## config.mk

```make
export PLATFORM = sky130hd
export DESIGN_NAME = piecewise_linear_gain_curve
export DESIGN_NICKNAME = d
export VERILOG_FILES = /design/src/sv/plgc_pkg.sv /design/src/sv/plgc_regs.sv /design/src/sv/plgc_div.sv /design/src/sv/piecewise_linear_gain_curve.sv
export SDC_FILE = /design/constraint.sdc
export NUM_CORES = 1
export LEC_CHECK = 0
export BUFFER_PORTS_ARGS = -buffer_cell sky130_fd_sc_hd__buf_4
export CAP_MARGIN = 20
export CORE_MARGIN = 8
export CORE_UTILIZATION = 58
export CTS_CLUSTER_SIZE = 24
export DETAILED_ROUTE_END_ITERATION = 6
export PLACE_DENSITY_LB_ADDON = 0.08
export SYNTH_ARGS = -nofsm -noshare
export SYNTH_HDL_FRONTEND = slang
export SYNTH_HIERARCHICAL = 1
export SYNTH_SLANG_ARGS = --single-unit
```

## constraint.sdc

```tcl
create_clock -name clk -period 8.1 [get_ports clk]
set_clock_uncertainty 0.1 [all_clocks]
set_input_delay 1.62 -clock clk [delete_from_list [all_inputs] [get_ports clk]]
set_output_delay 1.62 -clock clk [all_outputs]
set_load 0.01 [all_outputs]
```

## src/sv/plgc_pkg.sv

```systemverilog
`default_nettype none
// ----------------------------------------------------------------------------
// plgc_pkg
// Shared types and constants for the piecewise-linear gain curve.
// ----------------------------------------------------------------------------
package plgc_pkg;

  localparam int MAX_POINTS = 6;
  localparam int NUM_POINT_REGS = 6;
  localparam int PTR_W = $clog2(NUM_POINT_REGS);
  localparam int CFG_IDX_W = 3;

  localparam logic [CFG_IDX_W-1:0] REG_POINT_COUNT = 3'd0;
  localparam logic [CFG_IDX_W-1:0] REG_POINT_FIRST = 3'd1;

  localparam logic [2:0] MAX_POINTS_3 = 3'(MAX_POINTS);

  localparam logic [23:0] UNITY_GAIN = 24'd25600;

  localparam logic [2:0] FOUND_FEW    = 3'd0;
  localparam logic [2:0] FOUND_BELOW  = 3'd1;
  localparam logic [2:0] FOUND_ABOVE  = 3'd2;
  localparam logic [2:0] FOUND_INTERP = 3'd3;
  localparam logic [2:0] FOUND_NONE   = 3'd4;

  // Quotient bits produced by the serial divider, one per cycle.
  localparam int DIV_STEPS = 24;
  localparam int DIV_CNT_W = $clog2(DIV_STEPS);
  localparam int NUM_W = 40;

  typedef struct packed {
    logic [15:0] y;
    logic [15:0] x;
  } point_t;

  typedef struct packed {
    logic              start;
    logic [NUM_W-1:0]  num;
    logic [15:0]       den;
  } div_req_t;

  typedef struct packed {
    logic        done;
    logic [23:0] quo;
  } div_rsp_t;

  typedef enum logic [2:0] {
    S_IDLE,
    S_FIRST,
    S_LAST,
    S_SEARCH,
    S_MUL0,
    S_MUL1,
    S_DIVGO,
    S_DIV
  } state_t;

endpackage
`default_nettype wire

```

## src/sv/plgc_regs.sv

```systemverilog
`default_nettype none
// ----------------------------------------------------------------------------
// plgc_regs
// Configuration registers: point count and six curve points, one read port.
// ----------------------------------------------------------------------------
module plgc_regs (
  input  wire logic                         clk,
  input  wire logic                         rst,
  input  wire logic                         cfg_valid,
  output logic                              cfg_ready,
  input  wire logic [plgc_pkg::CFG_IDX_W-1:0] cfg_index,
  input  wire logic [31:0]                  cfg_data,
  input  wire logic [plgc_pkg::PTR_W-1:0]   rd_idx,
  output plgc_pkg::point_t                  rd_point,
  output logic [2:0]                        point_count
);

  plgc_pkg::point_t points [plgc_pkg::NUM_POINT_REGS];
  logic [plgc_pkg::CFG_IDX_W-1:0] wr_slot;

  assign cfg_ready = 1'b1;
  assign wr_slot = cfg_index - plgc_pkg::REG_POINT_FIRST;

  always_ff @(posedge clk) begin
    if (rst) begin
      point_count <= 3'd0;
      for (int i = 0; i < plgc_pkg::NUM_POINT_REGS; i++) begin
        points[i] <= '0;
      end
    end else if (cfg_valid && cfg_ready) begin
      if (cfg_index == plgc_pkg::REG_POINT_COUNT) begin
        point_count <= cfg_data[2:0];
      end else if (32'(cfg_index) <= 32'(plgc_pkg::NUM_POINT_REGS)) begin
        points[wr_slot[plgc_pkg::PTR_W-1:0]] <= cfg_data;
      end
    end
  end

  assign rd_point = points[rd_idx];

endmodule
`default_nettype wire

```

## src/sv/plgc_div.sv

```systemverilog
`default_nettype none
// ----------------------------------------------------------------------------
// plgc_div
// Restoring divider, one quotient bit per cycle. The caller guarantees the
// quotient fits in 24 bits.
// ----------------------------------------------------------------------------
module plgc_div (
  input  wire logic               clk,
  input  wire logic               rst,
  input  plgc_pkg::div_req_t      req,
  output plgc_pkg::div_rsp_t      rsp
);

  logic                            running;
  logic                            finished;
  logic [plgc_pkg::DIV_CNT_W-1:0]  cnt;
  logic [15:0]                     rem;
  logic [15:0]                     den;
  logic [23:0]                     quo;
  logic [16:0]                     shifted;
  logic [16:0]                     diff;
  logic                            fits;

  assign shifted = {rem, quo[23]};
  assign diff    = shifted - {1'b0, den};
  assign fits    = shifted >= {1'b0, den};

  always_ff @(posedge clk) begin
    if (rst) begin
      running  <= 1'b0;
      cnt      <= '0;
      finished <= 1'b0;
    end else begin
      finished <= 1'b0;
      if (req.start) begin
        running <= 1'b1;
        cnt     <= '0;
      end else if (running) begin
        cnt <= cnt + 1'b1;
        if (cnt == plgc_pkg::DIV_CNT_W'(plgc_pkg::DIV_STEPS - 1)) begin
          running  <= 1'b0;
          finished <= 1'b1;
        end
      end
    end
  end

  // The upper numerator bits are below the divisor, so the remainder
  // always fits in sixteen bits.
  always_ff @(posedge clk) begin
    if (req.start) begin
      rem <= req.num[39:24];
      quo <= req.num[23:0];
      den <= req.den;
    end else if (running) begin
      rem <= fits ? diff[15:0] : shifted[15:0];
      quo <= {quo[22:0], fits};
    end
  end

  assign rsp = {finished, quo};

  a_no_restart: assert property (@(posedge clk) disable iff (rst)
    req.start |-> !running)
    else $error("divider started while running");

  a_cnt_range: assert property (@(posedge clk) disable iff (rst)
    running |-> 32'(cnt) < plgc_pkg::DIV_STEPS)
    else $error("divider step count out of range");

  a_done_after_run: assert property (@(posedge clk) disable iff (rst)
    rsp.done |-> $past(running))
    else $error("divider done without a division in flight");

endmodule
`default_nettype wire

```

## src/sv/piecewise_linear_gain_curve.sv

```systemverilog
`default_nettype none
// ----------------------------------------------------------------------------
// piecewise_linear_gain_curve
// Evaluates a curve of up to six points at a magnitude, giving a gain in
// percent with 8 fractional bits.
//
//   channel   signals                               direction
//   input     start, busy, magnitude                in (busy out)
//   result    done, gain, how_found                 out
//   config    cfg_valid, cfg_ready, cfg_index,      in (cfg_ready out)
//             cfg_data
//
// An item is taken when start is high and busy is low; the result appears
// in the cycle after the last working cycle, with done high for one cycle.
// Clamped results come from the first and last point checks, a segment
// search reads the points in turn, and an interpolation adds the multiply
// states S_MUL0 and S_MUL1 and the serial divide in S_DIVGO and S_DIV.
// Synchronous reset clears the configuration registers to zero and the sequencer to idle.
// The receiver cannot stall; a new item may be started in the done cycle.
// ----------------------------------------------------------------------------
module piecewise_linear_gain_curve (
  input  wire logic                           clk,
  input  wire logic                           rst,
  input  wire logic                           start,
  output logic                                busy,
  input  wire logic [9:0]                     magnitude,
  output logic                                done,
  output logic [23:0]                         gain,
  output logic [2:0]                          how_found,
  input  wire logic                           cfg_valid,
  output logic                                cfg_ready,
  input  wire logic [plgc_pkg::CFG_IDX_W-1:0] cfg_index,
  input  wire logic [31:0]                    cfg_data
);

  plgc_pkg::state_t state, state_next;
  logic [15:0] mag, mag_next;
  logic [2:0]  n, n_next;
  logic [plgc_pkg::PTR_W-1:0] ptr, ptr_next;
  plgc_pkg::point_t prev, prev_next;
  plgc_pkg::point_t hi, hi_next;
  logic [31:0] prod, prod_next;
  logic [31:0] acc, acc_next;
  logic        done_next;
  logic [23:0] gain_next;
  logic [2:0]  how_found_next;

  plgc_pkg::point_t rd_point;
  logic [2:0]  point_count;
  logic [15:0] mul_a, mul_b;
  logic [31:0] sum;
  plgc_pkg::div_req_t div_req;
  plgc_pkg::div_rsp_t div_rsp;

  plgc_regs u_regs (
    .clk        (clk),
    .rst        (rst),
    .cfg_valid  (cfg_valid),
    .cfg_ready  (cfg_ready),
    .cfg_index  (cfg_index),
    .cfg_data   (cfg_data),
    .rd_idx     (ptr),
    .rd_point   (rd_point),
    .point_count(point_count)
  );

  plgc_div u_div (
    .clk(clk),
    .rst(rst),
    .req(div_req),
    .rsp(div_rsp)
  );

  // One shared multiplier: left weight first, then right weight.
  always_comb begin
    if (state == plgc_pkg::S_MUL0) begin
      mul_a = prev.y;
      mul_b = hi.x - mag;
    end else begin
      mul_a = hi.y;
      mul_b = mag - prev.x;
    end
  end

  // Both weighted terms together stay at or below 65535 times the segment width.
  assign sum = acc + prod;

  assign div_req = {(state == plgc_pkg::S_DIVGO), sum, 8'h00, 16'(hi.x - prev.x)};

  assign busy = (state != plgc_pkg::S_IDLE);

  always_ff @(posedge clk) begin
    if (rst) begin
      state <= plgc_pkg::S_IDLE;
      done  <= 1'b0;
    end else begin
      state <= state_next;
      done  <= done_next;
    end
  end

  always_ff @(posedge clk) begin
    mag       <= mag_next;
    n         <= n_next;
    ptr       <= ptr_next;
    prev      <= prev_next;
    hi        <= hi_next;
    prod      <= prod_next;
    acc       <= acc_next;
    gain      <= gain_next;
    how_found <= how_found_next;
  end

  always_comb begin
    state_next     = state;
    mag_next       = mag;
    n_next         = n;
    ptr_next       = ptr;
    prev_next      = prev;
    hi_next        = hi;
    prod_next      = prod;
    acc_next       = acc;
    done_next      = 1'b0;
    gain_next      = gain;
    how_found_next = how_found;

    unique case (state)
      plgc_pkg::S_IDLE: begin
        ptr_next = '0;
        if (start) begin
          mag_next   = {6'd0, magnitude};
          n_next     = (point_count > plgc_pkg::MAX_POINTS_3) ?
                       plgc_pkg::MAX_POINTS_3 : point_count;
          state_next = plgc_pkg::S_FIRST;
        end
      end
      plgc_pkg::S_FIRST: begin
        if (n < 3'd2) begin
          gain_next      = plgc_pkg::UNITY_GAIN;
          how_found_next = plgc_pkg::FOUND_FEW;
          done_next      = 1'b1;
          state_next     = plgc_pkg::S_IDLE;
        end else if (mag <= rd_point.x) begin
          gain_next      = {rd_point.y, 8'h00};
          how_found_next = plgc_pkg::FOUND_BELOW;
          done_next      = 1'b1;
          state_next     = plgc_pkg::S_IDLE;
        end else begin
          prev_next  = rd_point;
          ptr_next   = plgc_pkg::PTR_W'(n - 3'd1);
          state_next = plgc_pkg::S_LAST;
        end
      end
      plgc_pkg::S_LAST: begin
        if (mag >= rd_point.x) begin
          gain_next      = {rd_point.y, 8'h00};
          how_found_next = plgc_pkg::FOUND_ABOVE;
          done_next      = 1'b1;
          state_next     = plgc_pkg::S_IDLE;
        end else begin
          ptr_next   = plgc_pkg::PTR_W'(1);
          state_next = plgc_pkg::S_SEARCH;
        end
      end
      plgc_pkg::S_SEARCH: begin
        // prev holds the left end of the segment, rd_point its right end.
        if (mag >= prev.x && mag <= rd_point.x) begin
          if (rd_point.x == prev.x) begin
            gain_next      = {prev.y, 8'h00};
            how_found_next = plgc_pkg::FOUND_INTERP;
            done_next      = 1'b1;
            state_next     = plgc_pkg::S_IDLE;
          end else begin
            hi_next    = rd_point;
            state_next = plgc_pkg::S_MUL0;
          end
        end else begin
          prev_next = rd_point;
          if (3'(ptr) == n - 3'd1) begin
            gain_next      = plgc_pkg::UNITY_GAIN;
            how_found_next = plgc_pkg::FOUND_NONE;
            done_next      = 1'b1;
            state_next     = plgc_pkg::S_IDLE;
          end else begin
            ptr_next = ptr + 1'b1;
          end
        end
      end
      plgc_pkg::S_MUL0: begin
        prod_next  = 32'(mul_a) * 32'(mul_b);
        state_next = plgc_pkg::S_MUL1;
      end
      plgc_pkg::S_MUL1: begin
        acc_next   = prod;
        prod_next  = 32'(mul_a) * 32'(mul_b);
        state_next = plgc_pkg::S_DIVGO;
      end
      plgc_pkg::S_DIVGO: begin
        state_next = plgc_pkg::S_DIV;
      end
      plgc_pkg::S_DIV: begin
        if (div_rsp.done) begin
          gain_next      = div_rsp.quo;
          how_found_next = plgc_pkg::FOUND_INTERP;
          done_next      = 1'b1;
          state_next     = plgc_pkg::S_IDLE;
        end
      end
      default: begin
        state_next = plgc_pkg::S_IDLE;
      end
    endcase
  end

  a_busy_after_start: assert property (@(posedge clk) disable iff (rst)
    (start && !busy) |=> busy)
    else $error("item accepted but sequencer did not start");

  a_done_from_work: assert property (@(posedge clk) disable iff (rst)
    done |-> $past(busy))
    else $error("result strobe without an item in progress");

  a_nonzero_divisor: assert property (@(posedge clk) disable iff (rst)
    (state == plgc_pkg::S_DIVGO) |-> (hi.x != prev.x))
    else $error("divide started on a zero-width segment");

  a_how_code: assert property (@(posedge clk) disable iff (rst)
    (done && how_found == plgc_pkg::FOUND_FEW) |-> gain == plgc_pkg::UNITY_GAIN)
    else $error("too few points but gain is not unity");

endmodule
`default_nettype wire

```

Word-level counts from Yosys, hierarchy flattened
Memory sizes are Yosys's and may differ from the RTL's. A register that Yosys moved wholly into a read port is not among the register bits.
Index checks and enable logic that the tools add are counted.
W data, S select, Z words.
{"block": "totals", "n_memories": 1, "reg_bits": 241, "rom_bits": 0, "latchBits": 0, "mem_bits_rw": 192, "input_bits": 49}
{"block": "op_classes", "n_mux": 65, "div_mod_pow": 0, "eq_ne": 21, "shift": 0, "magnitude_cmp": 7, "n_addsub": 9, "bitwise": 2, "n_mul": 1, "n_reduce_logical": 19}
{"memory": "u_regs.points", "depth": 6, "word_bits": 32, "read_ports": 1, "rd_ports_with_merged_regs": 1, "write_ports": 6, "line": "plgc_regs.sv:18", "text": "plgc_pkg::point_t points [plgc_pkg::NUM_POINT_REGS];"}
{"cell": "$mux W24", "n": 9}
{"cell": "$mux W32", "n": 4}
{"cell": "$pmux W24 S4", "n": 1}
{"cell": "$mux W16", "n": 5}
{"cell": "$pmux W32 S2", "n": 1}
{"cell": "$mux W3", "n": 19}
{"cell": "$add A32 B32 Y32", "n": 1}
{"cell": "$ge A10 B16 Y1", "n": 2}
{"cell": "$mul A16 B16 Y32", "n": 1}
{"cell": "$reduce_or A32 Y1", "n": 1}
{"cell": "$sub A16 B16 Y16", "n": 2}
{"cell": "$pmux W3 S4", "n": 2}
{"cell": "$pmux W3 S8", "n": 1}
{"cell": "$mux W1", "n": 19}
{"cell": "$ge A17 B16 Y1", "n": 1}
{"cell": "$eq A16 B16 Y1", "n": 1}
{"cell": "$le A10 B16 Y1", "n": 1}
{"cell": "$sub A10 B16 Y16", "n": 1}
{"cell": "$sub A16 B10 Y16", "n": 1}
{"cell": "$ne A2 B2 Y1 const B", "n": 7}
{"cell": "$eq A3 B3 Y1 const B", "n": 4}
{"cell": "$reduce_and A6 Y1", "n": 2}
{"cell": "$ne A3 B3 Y1 const B", "n": 3}
{"cell": "$reduce_bool A4 Y1", "n": 2}
{"cell": "23 further kinds", "n": 33}

Depth between registers and ports, before layout
{"block": "logic_depth", "word_depth": 8, "depth_mapped": 33, "ltp_nobuf": 32}

Cells and area by module
Netlist, hierarchy kept.
{"mod": "piecewise_linear_gain_curve", "cells_each": 1935, "area_each_um2": 19032.0, "seq_area_each_um2": 5215.0, "instances": 1}
{"mod": "plgc_regs", "cells_each": 760, "area_each_um2": 11917.7, "seq_area_each_um2": 7747.4, "instances": 1}
{"mod": "plgc_div", "cells_each": 305, "area_each_um2": 3560.9, "seq_area_each_um2": 1821.7, "instances": 1}

Least setup slack after synthesis
OpenSTA, ideal clock, no wires.
{"block": "synth_timing", "kind": "register to register", "from": "register hi[0] (netlist bit)", "to": "register prod[24], data pin", "stages_incl_launch_ff": 34, "n_path_buf": 1, "path_slack_ns": 0.095, "t_required_ns": 7.740, "t_arrival_ns": 7.646, "path_cell_list": "edfxtp_1 inv_1 ha_1 inv_1 fa_1 a21o_1 a21o_1 a2111oi_4 nor3b_1 nor2_1 xor2_1 o21ai_1 clkbuf_1 nand2_1 fa_1 inv_1 fa_1 inv_1 fa_1 inv_1 fa_1 fa_1 inv_1 fa_1 inv_1 ha_1 o21a_1 o21a_1 o21a_1 o31ai_1 a211oi_1 o31a_1 nor2_1 xnor2_1"}
{"block": "synth_between", "elab_chain_cells": 3}
{"item": "from (decl)", "line": "piecewise_linear_gain_curve.sv:41", "text": "plgc_pkg::point_t hi, hi_next;"}
{"item": "from (signal assigned)", "line": "piecewise_linear_gain_curve.sv:107", "text": "hi <= hi_next;"}
{"item": "$sub A16 B10 Y16", "line": "piecewise_linear_gain_curve.sv:78", "text": "mul_b = hi.x - mag;"}
{"item": "$mux W16", "line": "piecewise_linear_gain_curve.sv:76", "text": "if (state == plgc_pkg::S_MUL0) begin"}
{"item": "$mul A16 B16 Y32", "line": "piecewise_linear_gain_curve.sv:190, piecewise_linear_gain_curve.sv:195"}
{"item": "to (signal assigned)", "line": "piecewise_linear_gain_curve.sv:108", "text": "prod <= prod_next;"}
{"item": "to (decl)", "line": "piecewise_linear_gain_curve.sv:42", "text": "logic [31:0] prod, prod_next;"}
No other way between the ends.
A chain may end at the register's enable or synchronous reset.

Final worst setup path
{"block": "layout_timing", "from": "register hi[0] (netlist bit)", "to": "register prod[22], data pin"}
The elaborated chain is that of the path after synthesis.

==> reports/qor.yml <==
status:
  outcome: "finished with violations"
  violations: "DRC"
placement:
  numPortBuffers: 77
  dp_hpwl_um: 69150
  place.gp.congestion: 0.9313
  dpl_cell_area_um2: 36690
synth:
  synth_top_area_cell: "edfxtp_1"
  synthCells: 3000
  synth_ff_type: "edfxtp_1"
  yosysWarnings: 6
  syn_avg_cell_area_um2: 11.50
  synth_area_um2: 34510
  synth_top_area_share: 0.4203
  synth_area_leaders: "edfxtp_1 (42%), fa_1 (12%), ha_1 (7.4%)"
  seq_area_frac_synth: 0.4284
  async_flop_share: 0
  synth_cell_types: 103
  synth_seq_cells: 497
  synth-edff-count: 483
routing:
  firstDrtPassIters: 7
  drtIter0Drc: 2019
  dr_wl_met2_um: 47240
  drc: 3
  vias_per_cell: 6.117
  dr_wl_met3_um: 5965
  ant_nets: 0
  wl_per_cell_um: 23.81
  vias: 24330
  drt-met1-wl_um: 38000
  top_layer_used: "met4"
  wl_um: 94740
clocking:
  clock_latency_ns: 0.64
  htreeDepth: 2
  cts_buffers: 54
  clock_path_buffers: 3
  clock_sinks: 497
  cts_root_buf: "clkbuf_16"
  tritoncts: "built"
  clk_pin_slew_ns: 0.06
critical_path:
  crit_top_cell: "fa_1"
  slowest_delay_ns: 0.55
  slowest_stage: "fa_1"
  crit_arrival_ns: 8.22
  required_ns: 8.38
  worstPathMaxFanout: 4
  cpLargestDelayFamily: "adder cells"
  cp-end-kind: "flop"
  crit_path_start_kind: "flop"
  setup.worst_path.class: "flop to flop"
  crit_buf_inv: 8
timing:
  rsz0062_at_grt: "true"
  fin_crit_ns: 7.946
  drv_slew: 0
  post-route-period-util: 0.9810
  max_freq_mhz: 125.8
  setup_viol: 0
  slew_headroom: 0.2476
  tightest_slew_ns: 1.129
  hold_violations: 0
grt:
  antenna_found_initial: 0
  grt_usage: 0.2759
  grt_pass1_vias: 25080
  grt_pass1_wl_um: 144200
  gr-total-overflow: 0
  grt_max_degree: 95
floorplan:
  ios: 79
  die_width_um: 259.9
  die_area_um2: 67560
  start_util: 0.5858
  core_um2: 58910
  num_rows: 89
  die_h_um: 259.9
cells_and_area:
  final_core_util: 0.6664
  final_cell_mix: "edfxtp_1 (483), inv_1 (319), nand2_1 (233), nor2_1 (230), buf_4 (230)"
  drive_above_1_share: 0.1707
  fillers: 4407
  stdcell_area_um2: 39260
  antenna_cells: 0
  fin_nets: 3619
  area_growth_pct: 13.76
  layout_commonest_cell: "edfxtp_1"
power:
  cellPowerDensity_nw_per_um2: 282.8
  ir_drop_v: 0.0004567
  p_leak_nw: 15.61
job:
  max_cap_violations: 0
hold_path:
  hp-class: "flop to flop"
final timing paths:
| check | from | end | slack (ns) | cells past startpoint |
|---|---|---|---|---|
| max reg2reg | hi[0] | prod[22] | 0.15 | 32 |
| min | u_regs/point_count[1] | n[1] | 0.36 | 0 |
| min reg2reg | u_regs/point_count[1] | n[1] | 0.36 | 0 |
| max | hi[0] | prod[22] | 0.15 | 32 |
sequential cells by signal, summed over array words and instances (netlist names), 5 cells and up:
| name | cells |
|---|---|
| u_regs/points | 256 |
| acc | 32 |
| hi | 32 |
| prev | 32 |
| prod | 32 |
| gain | 24 |
| u_div/quo | 24 |
| u_div/den | 16 |
| u_div/rem | 16 |
| mag | 10 |
| u_div/cnt | 5 |
Yosys cell counts (all sizes together), types with 20 or more instances:
master  count
a21o       65
a211oi     20
and3       29
nor3       96
nor2      241
a21oi     108
nor4b      33
nand2     239
o21ai      77
clkbuf     91
inv       327
ha        204
buf        48
edfxtp    483
fa        199
and2       73
xnor2      85
mux4       64
mux2       56
nand3     107
xor2       34
layer usage:
metal,vias to the layer above,global-route usage
met5,-,0
met4,0,0.1030
met3,202,0.04158
met2,915,0.4809
met1,12130,0.3461
li1,11090,-
final cells by class:
| class | count | area (um^2) | area share |
|---|---|---|---|
| multi-input cells | 2043 | 18490 | 0.4711 |
| flip-flops and latches | 497 | 14780 | 0.3766 |
| repair buffers | 243 | 1947 | 0.04959 |
| clock buffers | 65 | 1413 | 0.03598 |
| inverters | 328 | 1231 | 0.03136 |
| well taps | 773 | 967.2 | 0.02464 |
| clock inverters | 29 | 422.9 | 0.01077 |
kinds of logic after synthesis:
logic type / count (synthesis) / synth area share
simple gates: 921 / 0.1302
flops: 497 / 0.4284
buf+inv: 467 / 0.05482
compound gates: 464 / 0.09688
fa+ha+maj: 403 / 0.1894
mux: 127 / 0.06827
xor+xnor: 119 / 0.03183
other cells: 2 / 0.0002176
repair_timing:
action,4_1_cts,5_1_grt
setup endpoints to repair,10,18
pin swaps,8,68
gates resized for setup,14,101
buffers inserted,7,21
hold buffers,0,0
report_power, final:
part,internal [mW],switching (mW)
combinational,2.53,2.87
clock,1.51,1.07
sequential,3.09,0.0333
metrics by stage:
step / TNS (ns) / hold slack [ns] / setup WS (ns) / total power, mW / cells
after CTS: 0 / 0.3637 / 0.01034 / 10.40 / 3957
after floorplan: 0 / 0.3264 / 0.09458 / 6.124 / 3007
final: 0 / 0.3620 / 0.1538 / 11.10 / 3978
after global placement: -0.3672 / 0.3442 / -0.07731 / 7.561 / 3855
after detailed placement: -1.750 / 0.3499 / -0.2691 / 7.651 / 3856
after global routing: -0.7650 / 0.3653 / -0.1277 / 11.77 / 3978
Power figures use the tool's default switching activity.
